`config.mk`:
```
export PLATFORM = sky130hd
export DESIGN_NAME = vigenere_caesar_letter_shift
export DESIGN_NICKNAME = d
export VERILOG_FILES = /design/src/sv/vcls_pkg.sv /design/src/sv/vcls_regs.sv /design/src/sv/vcls_front.sv /design/src/sv/vcls_fifo.sv /design/src/sv/vcls_back.sv /design/src/sv/vigenere_caesar_letter_shift.sv
export VERILOG_INCLUDE_DIRS = /design/src /design/src/sv
export SDC_FILE = /design/constraint.sdc
export NUM_CORES = 2
export LEC_CHECK = 0
export ABC_CLOCK_PERIOD_IN_PS = 22300
export BUFFER_PORTS_ARGS = -buffer_cell sky130_fd_sc_hd__buf_4
export CORE_MARGIN = 2
export CORE_UTILIZATION = 35
export DETAILED_ROUTE_END_ITERATION = 12
export HOLD_SLACK_MARGIN = 0.08
export PLACE_DENSITY = 0.55
export SYNTH_ARGS = -nofsm -noshare
export SYNTH_HDL_FRONTEND = slang
export SYNTH_SLANG_ARGS = --single-unit
export TNS_END_PERCENT = 1
```
`constraint.sdc`:
```
create_clock -name i_clk -period 22.3 [get_ports i_clk]
set_input_delay 2.23 -clock i_clk [delete_from_list [all_inputs] [get_ports i_clk]]
set_output_delay 2.23 -clock i_clk [all_outputs]
set_load 0.03 [all_outputs]
```
`src/sv/vigenere_caesar_letter_shift_assert.svh`:
```
// ----------------------------------------------------------------------------
// vigenere_caesar_letter_shift_assert.svh
// Assertion macros shared by the letter shifter modules.
// ----------------------------------------------------------------------------
`ifndef VIGENERE_CAESAR_LETTER_SHIFT_ASSERT_SVH
`define VIGENERE_CAESAR_LETTER_SHIFT_ASSERT_SVH

// Condition must never hold outside reset.
`define VCLS_ASSERT_NEVER(label, clk, rst_n, cond, msg) \
    label: assert property (@(posedge clk) disable iff (!rst_n) !(cond)) \
        else $error(msg);

// Consequent must hold in the same cycle as the antecedent.
`define VCLS_ASSERT_IMPLIES(label, clk, rst_n, ante, cons, msg) \
    label: assert property (@(posedge clk) disable iff (!rst_n) (ante) |-> (cons)) \
        else $error(msg);

// Consequent must hold in the cycle after the antecedent.
`define VCLS_ASSERT_NEXT(label, clk, rst_n, ante, cons, msg) \
    label: assert property (@(posedge clk) disable iff (!rst_n) (ante) |=> (cons)) \
        else $error(msg);

`endif

```
`src/sv/vcls_pkg.sv`:
```
// ----------------------------------------------------------------------------
// vcls_pkg
// Types, alphabet tables and helper functions of the letter shifter.
// ----------------------------------------------------------------------------
`default_nettype none

package vcls_pkg;

    localparam int KEY_SLOTS_DEF = 12;
    localparam int KEY_SLOTS_MAX = 12;
    localparam int UKR_LEN       = 33;
    localparam int ENG_LEN       = 26;
    localparam int QDEPTH        = 2;

    // Residue of 2^16 for the signed shift correction
    localparam int UKR_WRAP = 65536 % UKR_LEN;
    localparam int ENG_WRAP = 65536 % ENG_LEN;

    // Floor reciprocals, scaled by 2^21
    localparam int RECIP_SH  = 21;
    localparam int UKR_RECIP = (1 << RECIP_SH) / UKR_LEN;
    localparam int ENG_RECIP = (1 << RECIP_SH) / ENG_LEN;

    localparam logic [15:0] ENG_UP_BASE = 16'h0041;
    localparam logic [15:0] ENG_UP_LAST = 16'h005A;
    localparam logic [15:0] ENG_LO_BASE = 16'h0061;
    localparam logic [15:0] ENG_LO_LAST = 16'h007A;

    localparam logic [15:0] UA_CAPITAL [0:UKR_LEN-1] = '{
        16'h0410, 16'h0411, 16'h0412, 16'h0413, 16'h0490, 16'h0414, 16'h0415,
        16'h0404, 16'h0416, 16'h0417, 16'h0418, 16'h0406, 16'h0407, 16'h0419,
        16'h041A, 16'h041B, 16'h041C, 16'h041D, 16'h041E, 16'h041F, 16'h0420,
        16'h0421, 16'h0422, 16'h0423, 16'h0424, 16'h0425, 16'h0426, 16'h0427,
        16'h0428, 16'h0429, 16'h042C, 16'h042E, 16'h042F
    };
    localparam logic [15:0] UA_SMALL [0:UKR_LEN-1] = '{
        16'h0430, 16'h0431, 16'h0432, 16'h0433, 16'h0491, 16'h0434, 16'h0435,
        16'h0454, 16'h0436, 16'h0437, 16'h0438, 16'h0456, 16'h0457, 16'h0439,
        16'h043A, 16'h043B, 16'h043C, 16'h043D, 16'h043E, 16'h043F, 16'h0440,
        16'h0441, 16'h0442, 16'h0443, 16'h0444, 16'h0445, 16'h0446, 16'h0447,
        16'h0448, 16'h0449, 16'h044C, 16'h044E, 16'h044F
    };

    // Configuration register indexes (byte address / 8)
    typedef enum logic [2:0] {
        REG_CAESAR_MODE  = 3'd0,
        REG_DECRYPT_MODE = 3'd1,
        REG_CAESAR_SHIFT = 3'd2,
        REG_KEY_LENGTH   = 3'd3,
        REG_KEY_LOW      = 3'd4,
        REG_KEY_MID      = 3'd5,
        REG_KEY_HIGH     = 3'd6,
        REG_UNUSED       = 3'd7
    } t_reg_idx;

    typedef enum logic [2:0] {
        CLS_NONE   = 3'd0,
        CLS_UKR_UP = 3'd1,
        CLS_UKR_LO = 3'd2,
        CLS_ENG_UP = 3'd3,
        CLS_ENG_LO = 3'd4
    } t_cls;

    typedef struct packed {
        logic [15:0] char_in;
        logic        message_start;
    } t_in_item;

    typedef struct packed {
        logic [15:0] char_out;
        logic        was_letter;
    } t_out_item;

    typedef struct packed {
        t_cls       cls;
        logic [5:0] pos;
    } t_letter;

    // Work queued between front and back
    typedef struct packed {
        logic [15:0] char_in;
        t_cls        cls;
        logic [5:0]  pos;
        logic [5:0]  shift;
    } t_work;

    // Settings seen by front and back
    typedef struct packed {
        logic       caesar_mode;
        logic       decrypt_mode;
        logic [3:0] key_length;
        logic [5:0] shift_ukr;
        logic [5:0] shift_eng;
    } t_cfg;

    // Find the alphabet and position of a code unit
    function automatic t_letter f_classify(input logic [15:0] c);
        t_letter r;
        r.cls = CLS_NONE;
        r.pos = '0;
        for (int i = 0; i < UKR_LEN; i++) begin
            if (c == UA_CAPITAL[i]) begin
                r.cls = CLS_UKR_UP;
                r.pos = 6'(i);
            end
            if (c == UA_SMALL[i]) begin
                r.cls = CLS_UKR_LO;
                r.pos = 6'(i);
            end
        end
        if (c >= ENG_UP_BASE && c <= ENG_UP_LAST) begin
            r.cls = CLS_ENG_UP;
            r.pos = 6'(c - ENG_UP_BASE);
        end
        if (c >= ENG_LO_BASE && c <= ENG_LO_LAST) begin
            r.cls = CLS_ENG_LO;
            r.pos = 6'(c - ENG_LO_BASE);
        end
        return r;
    endfunction

    // Unsigned residue by a small constant: reciprocal multiply, one correction
    function automatic logic [5:0] f_mod_const(input logic [15:0] x,
                                               input logic [16:0] len,
                                               input logic [16:0] recip);
        logic [32:0] prod;
        logic [11:0] q;
        logic [16:0] r;
        prod = 33'(x) * 33'(recip);
        q    = prod[32:RECIP_SH];
        r    = 17'(x) - 17'(q) * len;
        if (r >= len) begin
            r = r - len;
        end
        return 6'(r);
    endfunction

    // Non-negative residue of a signed 16-bit shift
    function automatic logic [5:0] f_signed_mod(input logic [15:0] x,
                                                input logic [16:0] len,
                                                input logic [16:0] recip,
                                                input logic [5:0] wrap);
        logic [5:0] r;
        logic [5:0] len6;
        r    = f_mod_const(x, len, recip);
        len6 = 6'(len);
        if (x[15]) begin
            r = (r >= wrap) ? (r - wrap) : (r + (len6 - wrap));
        end
        return r;
    endfunction

endpackage

`default_nettype wire

```
`src/sv/vcls_regs.sv`:
```
// ----------------------------------------------------------------------------
// vcls_regs
// Configuration registers with APB-style access; keeps per-slot key shifts
// and shift residues worked out at write time.
// ----------------------------------------------------------------------------
`default_nettype none

module vcls_regs
    import vcls_pkg::*;
#(
    parameter int KEY_SLOTS = KEY_SLOTS_DEF
) (
    input  wire logic                        i_clk,
    input  wire logic                        i_rst_n,
    input  wire logic                        psel,
    input  wire logic                        penable,
    input  wire logic                        pwrite,
    input  wire logic [5:0]                  paddr,
    input  wire logic [63:0]                 pwdata,
    output logic      [63:0]                 prdata,
    output logic                             pready,
    output t_cfg                             o_cfg,
    output logic      [KEY_SLOTS-1:0][5:0]   o_key_shift
);

    logic        r_caesar_mode;
    logic        r_decrypt_mode;
    logic [15:0] r_caesar_shift;
    logic [3:0]  r_key_length;
    logic [63:0] r_key_low;
    logic [63:0] r_key_mid;
    logic [63:0] r_key_high;
    logic [5:0]  r_shift_ukr;
    logic [5:0]  r_shift_eng;
    logic [5:0]  n_shift_ukr;
    logic [5:0]  n_shift_eng;
    logic        wr_en;
    t_reg_idx    reg_idx;

    assign pready  = 1'b1;
    assign wr_en   = psel && penable && pwrite;
    assign reg_idx = t_reg_idx'(paddr[5:3]);

    // Reduce the written Caesar shift for each alphabet
    assign n_shift_ukr = f_signed_mod(pwdata[15:0], 17'(UKR_LEN), 17'(UKR_RECIP),
                                      6'(UKR_WRAP));
    assign n_shift_eng = f_signed_mod(pwdata[15:0], 17'(ENG_LEN), 17'(ENG_RECIP),
                                      6'(ENG_WRAP));

    // Write registers
    always_ff @(posedge i_clk) begin
        if (!i_rst_n) begin
            r_caesar_mode  <= 1'b0;
            r_decrypt_mode <= 1'b0;
            r_caesar_shift <= '0;
            r_key_length   <= '0;
            r_key_low      <= '0;
            r_key_mid      <= '0;
            r_key_high     <= '0;
            r_shift_ukr    <= '0;
            r_shift_eng    <= '0;
        end else if (wr_en) begin
            case (reg_idx)
                REG_CAESAR_MODE:  r_caesar_mode  <= pwdata[0];
                REG_DECRYPT_MODE: r_decrypt_mode <= pwdata[0];
                REG_CAESAR_SHIFT: begin
                    r_caesar_shift <= pwdata[15:0];
                    r_shift_ukr    <= n_shift_ukr;
                    r_shift_eng    <= n_shift_eng;
                end
                REG_KEY_LENGTH:   r_key_length   <= pwdata[3:0];
                REG_KEY_LOW:      r_key_low      <= pwdata;
                REG_KEY_MID:      r_key_mid      <= pwdata;
                REG_KEY_HIGH:     r_key_high     <= pwdata;
                default: ;
            endcase
        end
    end

    // Classify each key character as it is written; keep its position
    for (genvar g = 0; g < KEY_SLOTS; g++) begin : g_slot
        localparam int       WORD = g / 4;
        localparam int       LANE = g % 4;
        localparam t_reg_idx SLOT_REG = t_reg_idx'(3'(int'(REG_KEY_LOW) + WORD));
        logic [5:0] r_pos;
        t_letter    kl;

        assign kl = f_classify(pwdata[16*LANE +: 16]);

        always_ff @(posedge i_clk) begin
            if (!i_rst_n) begin
                r_pos <= '0;
            end else if (wr_en && reg_idx == SLOT_REG) begin
                r_pos <= kl.pos;
            end
        end

        assign o_key_shift[g] = r_pos;
    end

    // Read back
    always_comb begin
        case (reg_idx)
            REG_CAESAR_MODE:  prdata = {63'b0, r_caesar_mode};
            REG_DECRYPT_MODE: prdata = {63'b0, r_decrypt_mode};
            REG_CAESAR_SHIFT: prdata = {48'b0, r_caesar_shift};
            REG_KEY_LENGTH:   prdata = {60'b0, r_key_length};
            REG_KEY_LOW:      prdata = r_key_low;
            REG_KEY_MID:      prdata = r_key_mid;
            REG_KEY_HIGH:     prdata = r_key_high;
            default:          prdata = '0;
        endcase
    end

    assign o_cfg.caesar_mode  = r_caesar_mode;
    assign o_cfg.decrypt_mode = r_decrypt_mode;
    assign o_cfg.key_length   = r_key_length;
    assign o_cfg.shift_ukr    = r_shift_ukr;
    assign o_cfg.shift_eng    = r_shift_eng;

endmodule

`default_nettype wire

```
`src/sv/vcls_front.sv`:
```
// ----------------------------------------------------------------------------
// vcls_front
// Accepts characters, classifies them, tracks the key position and picks
// the shift amount for each letter.
// ----------------------------------------------------------------------------
`default_nettype none

module vcls_front
    import vcls_pkg::*;
#(
    parameter int KEY_SLOTS = KEY_SLOTS_DEF
) (
    input  wire logic                      i_clk,
    input  wire logic                      i_rst_n,
    input  wire logic                      i_in_valid,
    output logic                           o_in_stall,
    input  t_in_item                       i_in,
    input  t_cfg                           i_cfg,
    input  wire logic [KEY_SLOTS-1:0][5:0] i_key_shift,
    input  wire logic                      i_q_full,
    output logic                           o_q_push,
    output t_work                          o_q_data
);

    localparam int KPW = (KEY_SLOTS > 1) ? $clog2(KEY_SLOTS) : 1;
    localparam logic [3:0] SLOTS4 = 4'(KEY_SLOTS);

    logic [KPW-1:0] r_key_pos;
    logic [KPW-1:0] n_key_pos;
    logic [KPW-1:0] kp_cur;
    logic [KPW-1:0] idx;
    logic [3:0]     klen;
    logic [3:0]     idx_inc;
    logic [5:0]     kshift;
    logic [5:0]     vshift;
    logic           is_ukr;
    logic           is_letter;
    t_letter        lt;

    assign o_in_stall = i_q_full;
    assign o_q_push   = i_in_valid && !i_q_full;

    // Effective key length and current slot
    assign klen    = (i_cfg.key_length > SLOTS4) ? SLOTS4 : i_cfg.key_length;
    assign kp_cur  = i_in.message_start ? '0 : r_key_pos;
    assign idx     = (4'(kp_cur) >= klen) ? '0 : kp_cur;
    assign idx_inc = 4'(idx) + 4'd1;

    assign lt        = f_classify(i_in.char_in);
    assign is_letter = (lt.cls != CLS_NONE);
    assign is_ukr    = (lt.cls == CLS_UKR_UP) || (lt.cls == CLS_UKR_LO);

    // Key shift, reduced for the shorter alphabet
    assign kshift = i_key_shift[idx];
    always_comb begin
        if (klen == 4'd0) begin
            vshift = '0;
        end else if (!is_ukr && kshift >= 6'(ENG_LEN)) begin
            vshift = kshift - 6'(ENG_LEN);
        end else begin
            vshift = kshift;
        end
    end

    // Build the queue entry
    always_comb begin
        o_q_data.char_in = i_in.char_in;
        o_q_data.cls     = lt.cls;
        o_q_data.pos     = lt.pos;
        if (i_cfg.caesar_mode) begin
            o_q_data.shift = is_ukr ? i_cfg.shift_ukr : i_cfg.shift_eng;
        end else begin
            o_q_data.shift = vshift;
        end
    end

    // Advance the key position on letters only
    always_comb begin
        if (!is_letter) begin
            n_key_pos = kp_cur;
        end else if (klen == 4'd0 || idx_inc >= klen) begin
            n_key_pos = '0;
        end else begin
            n_key_pos = KPW'(idx_inc);
        end
    end

    always_ff @(posedge i_clk) begin
        if (!i_rst_n) begin
            r_key_pos <= '0;
        end else if (o_q_push) begin
            r_key_pos <= n_key_pos;
        end
    end

`include "vigenere_caesar_letter_shift_assert.svh"

    `VCLS_ASSERT_NEVER(a_key_pos_range, i_clk, i_rst_n, int'(r_key_pos) >= KEY_SLOTS, "key position beyond slots")

endmodule

`default_nettype wire

```
`src/sv/vcls_fifo.sv`:
```
// ----------------------------------------------------------------------------
// vcls_fifo
// Short queue of classified work between the front and the back.
// ----------------------------------------------------------------------------
`default_nettype none

module vcls_fifo
    import vcls_pkg::*;
(
    input  wire logic i_clk,
    input  wire logic i_rst_n,
    input  wire logic i_push,
    input  t_work     i_data,
    output logic      o_full,
    input  wire logic i_pop,
    output logic      o_empty,
    output t_work     o_data
);

    localparam int PW = (QDEPTH > 1) ? $clog2(QDEPTH) : 1;
    localparam int CW = $clog2(QDEPTH + 1);

    t_work           r_mem [QDEPTH];
    logic [PW-1:0]   r_wr_ptr;
    logic [PW-1:0]   r_rd_ptr;
    logic [CW-1:0]   r_count;

    assign o_full  = (r_count == CW'(QDEPTH));
    assign o_empty = (r_count == '0);
    assign o_data  = r_mem[r_rd_ptr];

    // Store entries
    always_ff @(posedge i_clk) begin
        if (i_push) begin
            r_mem[r_wr_ptr] <= i_data;
        end
    end

    // Advance pointers and count
    always_ff @(posedge i_clk) begin
        if (!i_rst_n) begin
            r_wr_ptr <= '0;
            r_rd_ptr <= '0;
            r_count  <= '0;
        end else begin
            if (i_push) begin
                r_wr_ptr <= (r_wr_ptr == PW'(QDEPTH - 1)) ? '0 : r_wr_ptr + 1'b1;
            end
            if (i_pop) begin
                r_rd_ptr <= (r_rd_ptr == PW'(QDEPTH - 1)) ? '0 : r_rd_ptr + 1'b1;
            end
            case ({i_push, i_pop})
                2'b10:   r_count <= r_count + 1'b1;
                2'b01:   r_count <= r_count - 1'b1;
                default: r_count <= r_count;
            endcase
        end
    end

`include "vigenere_caesar_letter_shift_assert.svh"

    `VCLS_ASSERT_IMPLIES(a_no_push_full, i_clk, i_rst_n, i_push, !o_full, "push into full queue")
    `VCLS_ASSERT_IMPLIES(a_no_pop_empty, i_clk, i_rst_n, i_pop, !o_empty, "pop from empty queue")
    `VCLS_ASSERT_NEXT(a_count_up, i_clk, i_rst_n, i_push && !i_pop, r_count == $past(r_count) + 1'b1, "queue count lost a push")

endmodule

`default_nettype wire

```
`src/sv/vcls_back.sv`:
```
// ----------------------------------------------------------------------------
// vcls_back
// Applies the shift within the letter's alphabet, maps the new position
// back to a code unit and holds the result in the output register.
// ----------------------------------------------------------------------------
`default_nettype none

module vcls_back
    import vcls_pkg::*;
(
    input  wire logic i_clk,
    input  wire logic i_rst_n,
    input  t_cfg      i_cfg,
    input  wire logic i_q_empty,
    input  t_work     i_q_data,
    output logic      o_q_pop,
    output logic      o_out_valid,
    input  wire logic i_out_stall,
    output t_out_item o_out
);

    logic       r_out_valid;
    t_out_item  r_out;
    t_out_item  n_out;
    logic       load;
    logic       is_ukr;
    logic [5:0] len;
    logic [6:0] sum;
    logic [6:0] wrapped;
    logic [5:0] np;
    t_letter    out_lt;

    // Take new work whenever the output register is free or draining
    assign load    = !i_q_empty && (!r_out_valid || !i_out_stall);
    assign o_q_pop = load;

    assign is_ukr = (i_q_data.cls == CLS_UKR_UP) || (i_q_data.cls == CLS_UKR_LO);
    assign len    = is_ukr ? 6'(UKR_LEN) : 6'(ENG_LEN);

    // Modular shift: both operands are below the alphabet length
    always_comb begin
        if (i_cfg.decrypt_mode) begin
            sum = 7'(i_q_data.pos) + 7'(len) - 7'(i_q_data.shift);
        end else begin
            sum = 7'(i_q_data.pos) + 7'(i_q_data.shift);
        end
        wrapped = (sum >= 7'(len)) ? (sum - 7'(len)) : sum;
        np      = 6'(wrapped);
    end

    // Map the new position to a code unit
    always_comb begin
        n_out.was_letter = 1'b1;
        case (i_q_data.cls)
            CLS_UKR_UP: n_out.char_out = UA_CAPITAL[np];
            CLS_UKR_LO: n_out.char_out = UA_SMALL[np];
            CLS_ENG_UP: n_out.char_out = ENG_UP_BASE + 16'(np);
            CLS_ENG_LO: n_out.char_out = ENG_LO_BASE + 16'(np);
            default: begin
                n_out.char_out   = i_q_data.char_in;
                n_out.was_letter = 1'b0;
            end
        endcase
    end

    // Output register
    always_ff @(posedge i_clk) begin
        if (!i_rst_n) begin
            r_out_valid <= 1'b0;
        end else if (load) begin
            r_out_valid <= 1'b1;
        end else if (!i_out_stall) begin
            r_out_valid <= 1'b0;
        end
    end

    always_ff @(posedge i_clk) begin
        if (load) begin
            r_out <= n_out;
        end
    end

    assign o_out_valid = r_out_valid;
    assign o_out       = r_out;

    // Alphabet of the held result
    assign out_lt = f_classify(r_out.char_out);

`include "vigenere_caesar_letter_shift_assert.svh"

    `VCLS_ASSERT_IMPLIES(a_letter_out, i_clk, i_rst_n, r_out_valid && r_out.was_letter, out_lt.cls != CLS_NONE, "shifted letter left its alphabet")
    `VCLS_ASSERT_IMPLIES(a_other_out, i_clk, i_rst_n, r_out_valid && !r_out.was_letter, out_lt.cls == CLS_NONE, "passed character is a letter")

endmodule

`default_nettype wire

```
`src/sv/vigenere_caesar_letter_shift.sv`:
```
// ----------------------------------------------------------------------------
// vigenere_caesar_letter_shift
// Caesar / Vigenere letter shifter for Ukrainian and English UTF-16 text.
// ----------------------------------------------------------------------------
// Usage:
//   Input channel: i_in_valid / o_in_stall carry one character item
//   (char_in, message_start). Set message_start on the first character of a
//   message to restart the key at slot 0.
//   Output channel: o_out_valid / i_out_stall carry one result item per
//   input item (char_out, was_letter), in input order.
//   An accepted item is written into the queue and then loaded into the output
//   register, which raises o_out_valid. One item is taken and one result given
//   per cycle while the receiver does not stall, with the classify stage in front
//   and the shift-and-map stage behind a two-entry queue.
//   When the receiver stalls, the result holds in the output register, the
//   queue fills, and o_in_stall rises once both queue entries are taken.
//   Reset zeroes the settings (Vigenere, encrypt, empty key), key position and
//   output valid, and empties the queue; items are accepted from the first cycle after reset.
//   Write registers over the APB port only while no item is in flight; each
//   register sits at byte address 8 * index.
// ----------------------------------------------------------------------------
`default_nettype none

module vigenere_caesar_letter_shift
    import vcls_pkg::*;
#(
    parameter int KEY_SLOTS = KEY_SLOTS_DEF
) (
    input  wire logic        i_clk,
    input  wire logic        i_rst_n,
    input  wire logic        i_in_valid,
    output logic             o_in_stall,
    input  t_in_item         i_in,
    output logic             o_out_valid,
    input  wire logic        i_out_stall,
    output t_out_item        o_out,
    input  wire logic        psel,
    input  wire logic        penable,
    input  wire logic        pwrite,
    input  wire logic [5:0]  paddr,
    input  wire logic [63:0] pwdata,
    output logic      [63:0] prdata,
    output logic             pready
);

    t_cfg                    cfg;
    logic [KEY_SLOTS-1:0][5:0] key_shift;
    logic                    q_push;
    logic                    q_pop;
    logic                    q_full;
    logic                    q_empty;
    t_work                   q_wdata;
    t_work                   q_rdata;

    vcls_regs #(
        .KEY_SLOTS (KEY_SLOTS)
    ) u_regs (
        .i_clk       (i_clk),
        .i_rst_n     (i_rst_n),
        .psel        (psel),
        .penable     (penable),
        .pwrite      (pwrite),
        .paddr       (paddr),
        .pwdata      (pwdata),
        .prdata      (prdata),
        .pready      (pready),
        .o_cfg       (cfg),
        .o_key_shift (key_shift)
    );

    vcls_front #(
        .KEY_SLOTS (KEY_SLOTS)
    ) u_front (
        .i_clk       (i_clk),
        .i_rst_n     (i_rst_n),
        .i_in_valid  (i_in_valid),
        .o_in_stall  (o_in_stall),
        .i_in        (i_in),
        .i_cfg       (cfg),
        .i_key_shift (key_shift),
        .i_q_full    (q_full),
        .o_q_push    (q_push),
        .o_q_data    (q_wdata)
    );

    vcls_fifo u_fifo (
        .i_clk   (i_clk),
        .i_rst_n (i_rst_n),
        .i_push  (q_push),
        .i_data  (q_wdata),
        .o_full  (q_full),
        .i_pop   (q_pop),
        .o_empty (q_empty),
        .o_data  (q_rdata)
    );

    vcls_back u_back (
        .i_clk       (i_clk),
        .i_rst_n     (i_rst_n),
        .i_cfg       (cfg),
        .i_q_empty   (q_empty),
        .i_q_data    (q_rdata),
        .o_q_pop     (q_pop),
        .o_out_valid (o_out_valid),
        .i_out_stall (i_out_stall),
        .o_out       (o_out)
    );

endmodule

`default_nettype wire

```
==> impl.org <==
** Die
- Total number of placement rows :: 115
- The initial utilization of the core area, before any placement, comes to 35.1%.
- Die Width :: ~320 microns
- Std-Cell Core Area :: ~100000 sq um
- The die is between 300 and 400 microns tall.
- The floorplan step defined a die boundary enclosing 101000 sq um.
- Pin placement for this block handled approximately 180 I/O pins.

** Timing
- Setup TNS :: 0 ns
- Post-route clock skew :: ~0.018 ns
- Relative slew margins :: between 20% and 30%
- For the finished layout, the period the worst path requires is around 15 ns.
- For the pin with the worst max-slew slack, the measured transition is about 1.1 ns.
- Setup violations remaining at the end of the flow were counted as 0.
- The number of pins exceeding their max-slew limit in the final report is 0.
- The number of hold violations in the final report came to 0.
- Based on the critical path, the design can be clocked at up to 68.6 MHz.
- Of the available clock period, the critical path in the final layout requires ~65%.
- Setup repair after global routing left no endpoint under its margin.

** Run status
- The flow ran to the end, and the final reports show no timing, DRC or antenna violations.

** Run
- Across the run, the number of max-cap violations was 0.

** Global route
- Summed over all layers, the global routing overflow is 0.
- The number of global-route vias before repair was approximately 28000.
- Tot GR Track Use :: 19.0%
- Wire length of the first global-routing pass :: approximately 160000 microns
- The number of antenna violations at the first check in global routing is 2.
- Pin count of the biggest net entering global routing :: approximately 100

** Routing
- The detailed router placed about 29000 vias in this run.
- Using the TritonRoute via totals, the vias-per-cell ratio works out to between 5 and 6.
- Remaining routing DRC violations :: 0
- Antenna Violating Nets Remaining :: 0
- Post-Route WL :: 97300 microns
- The detailed router finished its first iteration with between 1500 and 2000 violations.
- Post-DR wirelength/cell :: between 15 and 20 microns
- Before antenna repair, the detailed router went through 9 iterations.

** Min path
- WHS Endpoint :: u_regs.r_shift_ukr[2]
- The worst hold path was traced through 2 stages.
- Min-Delay Startpoint :: u_regs.r_shift_ukr[2]
- Classification of the worst-slack hold path :: reg2reg

** Clock tree
- Clock-pin slew was measured on the worst setup and hold paths at roughly 0.070 ns.
- TritonCTS built the clock tree.
- Buffers inserted to repair hold after CTS numbered 0.
- Clock sink total :: 386
- The longest clock path from root to sink contains 3 buffers.
- At the later pin of the worst-skew pair, clock insertion delay measures just under 0.6 ns.
- In this run, post-CTS repair resized a total of 0 instances.
- Post-CTS timing repair inserted 0 buffers for setup.
- CTS built an H-tree with a depth of 2.
- In this run the clock root is driven by a clkbuf_16.
- Number of buffers inserted during clock tree synthesis :: 42

** Worst setup path
- Setup slack of the most critical reg-to-reg path :: about 15 ns
- Max stage delay on crit path :: ~0.69 ns
- Data arrival, critical path :: ~15 ns
- Data required time of the worst path :: 22.77 ns
- Critical Path Start Type :: input port
- Crit Reg-Reg Endpoint :: u_back.o_out[3]
- Worst R2R Path Depth :: 22
- On the critical path, the stage with the largest delay is an instance of a2111oi_0.
- STA classifies the critical path endpoint as a flip-flop.
- By startpoint and endpoint, the worst setup path is classified as in2reg.
- In this run the worst path has a maximum fanout of 30.

** Layout
- The post-route netlist has about 8.3% of its cells at a drive strength greater than 1.
- Nets :: about 4900
- Count of fill cells added during filler insertion :: between 10000 and 15000
- Compared with the post-synthesis result, the final layout area differs by 10.8%.
- Antenna diode instance count :: 0

** Logic synthesis
- The number of nets in the synthesized netlist is between 4000 and 5000.
- Synthesized-area fraction occupied by adder cells :: 25.7%
- Synthesis produced 4162 cells.
- In this run, distinct cell masters in the synthesized netlist total ~100.
- Share of the synthesized area in compound gates (AO/OA/AOI/OAI) :: roughly 17%
- Yosys printed 0 warnings.
- Post-synthesis area per instance :: approximately 8.3 sq um
- EDFF count, synth :: 79
- After synthesis, the share of cell area in mux cells is 5.16%.
- Total standard cell area after synthesis :: 34400 sq um
- Summing the areas of all and, or, nand and nor instances in the mapped netlist gives between 15 and 20% of the synthesized area.
- XOR/XNOR share of the synthesized area :: around 2.8%
- Among all flip-flop cells after synthesis, the most frequent one is dfxtp_1.
- Of all flip-flops after synthesis, the portion carrying an async set or reset was 0%.
- Total of flip-flops plus latches after synthesis :: a little under 400
- Share of synthesized area occupied by flip-flops and latches :: between 20% and 30%
- By area, the combinational part of the netlist is dominated by adder cells.

** Placed design
- Routability-driven placement finished with a final weighted congestion of ~0.87.
- The HPWL after detailed placement is between 60000 and 70000 microns.
- Buffers added on ports :: between 150 and 200
worst max-delay path, delay by kind of cell:
family | cells | cell delay, ns
AOI/OAI and AO/OA | 15 | 2.95
xor gates and xnor gates | 2 | 0.41
adders and majority gates | 12 | 5.29
buffers and inverters | 7 | 1.23
muxes | 2 | 0.58
and+or+nand+nor | 11 | 2.31
kinds of logic (layout without fill, tap and decap cells):
kind of cell	Yosys count	in the layout
flops	386	386
simple gates	1363	1363
other cells	1	1
buf+inv	598	646
xor+xnor	108	108
fa+ha+maj	598	598
mux	164	164
compound gates	944	944
state kept, by name (all words and copies together) (netlist names), named ones only:
register               cells
u_regs.g_slot.r_pos       72
u_regs.r_key_high         64
u_regs.r_key_low          64
u_regs.r_key_mid          64
u_fifo.r_mem              62
u_back.o_out              17
u_regs.r_caesar_shift     16
u_regs.r_shift_ukr         6
u_regs.r_shift_eng         5
u_front.r_key_pos          4
u_regs.r_key_length        4
u_fifo.r_count             2
u_back.o_out_valid         1
u_fifo.r_rd_ptr            1
u_fifo.r_wr_ptr            1
u_regs.r_caesar_mode       1
u_regs.r_decrypt_mode      1
cell type report:
class / instances / area [sq um] / share of cell area, %
Timing Repair Buffer: 199 / 1490 / 3.92
Multi-Input combinational cell: 3178 / 23700 / 62.1
Sequential cell: 386 / 8520 / 22.3
Tap cell: 1287 / 1610 / 4.22
Clock buffer: 50 / 1110 / 2.91
Inverter: 373 / 1410 / 3.69
Clock inverter: 24 / 313 / 0.820
per-layer routing:
layer,track usage (%),up-vias,share of wire (%)
met2,30.5,690,45
met5,0,-,0.012
met1,26.9,13800,48
met3,2.83,114,5.0
met4,3.93,2,1.7
li1,-,14400,-
cell usage in the layout, fill, tap and decap left out, types with 17 or more instances in the layout:
master,Yosys,layout
nor3_1,76,75
edfxtp_1,79,79
and2_1,66,66
a21oi_1,377,376
or2_2,17,17
nand2b_1,49,49
a211oi_1,44,44
nand3_1,56,53
o31ai_1,23,23
fa_1,184,184
clkbuf_16,0,42
xor2_1,37,37
a22o_1,22,22
nor2b_1,39,38
o211ai_1,19,19
mux2i_1,138,138
and3_1,22,21
mux2_2,17,17
or3_1,17,17
nor2_1,245,242
a31oi_1,19,19
o22ai_1,39,39
nand2_1,702,702
o21ai_0,179,179
inv_1,370,370
ha_1,414,414
xnor2_1,69,69
o21a_1,20,20
nor4_1,17,17
a21o_1,35,35
a22oi_1,20,20
buf_4,1,199
dfxtp_1,307,306
Yosys cell counts (7+ instances only):
master     number  area (sq um)
or4_1           8          60.1
mux4_2          9           203
or3_1          17           106
o31a_1          8          70.1
xor2_1         37           324
o211ai_1       19           143
nand2_1       702          2640
and2_1         66           413
nor3_1         76           380
edfxtp_1       79          2370
a32oi_1        10          87.6
a2111oi_0       9          78.8
mux2_2         17           191
o221ai_1       13           114
nor4_1         17           106
a31oi_1        19           119
fa_1          184          3680
o21ai_0       179           896
o31ai_1        23           173
o22ai_1        39           244
a22o_1         22           193
nand3_1        56           280
nor2b_1        39           244
o211a_1        12           120
a211o_1         9          78.8
nand2b_1       49           307
a211oi_1       44           330
a21oi_1       377          1890
a22oi_1        20           150
buf_1          17          63.8
nor2_1        245           920
or2_2          17           106
clkbuf_1      197           739
and3_1         22           138
inv_1         370          1390
dfxtp_1       307          6150
o21a_1         20           150
o21bai_1        7          52.6
mux2i_1       138          1380
nand3b_1        9          67.6
xnor2_1        69           604
nand4_1         8          50.1
a21o_1         35           263
ha_1          414          5180
stage by stage:
stage          worst slack (ns)  util, %  cell area [sq um]  instances  hold WS [ns]
2_1_floorplan              9.28        -              34400       4162         0.429
3_3_place_gp               7.16     37.5              36700       5423         0.438
3_5_place_dp               7.07     37.5              36700       5423         0.442
4_1_cts                    7.67     38.9              38200       5497         0.450
5_1_grt                    6.81     38.9              38200       5497         0.467
6_report                   7.73     38.9              38200       5497         0.448
how the worst max path moves through the flow:
stage                          start                     to  slack [ns]  cells past startpoint
after global routing      pwdata[15]  u_regs.r_shift_eng[5]        6.81                     49
after CTS                 pwdata[15]  u_regs.r_shift_eng[2]        7.67                     49
final                     pwdata[15]  u_regs.r_shift_eng[2]        7.73                     49
after detailed placement  pwdata[15]  u_regs.r_shift_eng[2]        7.07                     49
after floorplan           pwdata[15]  u_regs.r_shift_eng[2]        9.28                     48
after global placement    pwdata[15]  u_regs.r_shift_eng[2]        7.16                     49
Power is not shown: default switching activity piles up to over one toggle a cycle in this logic, so the estimate is an artifact.
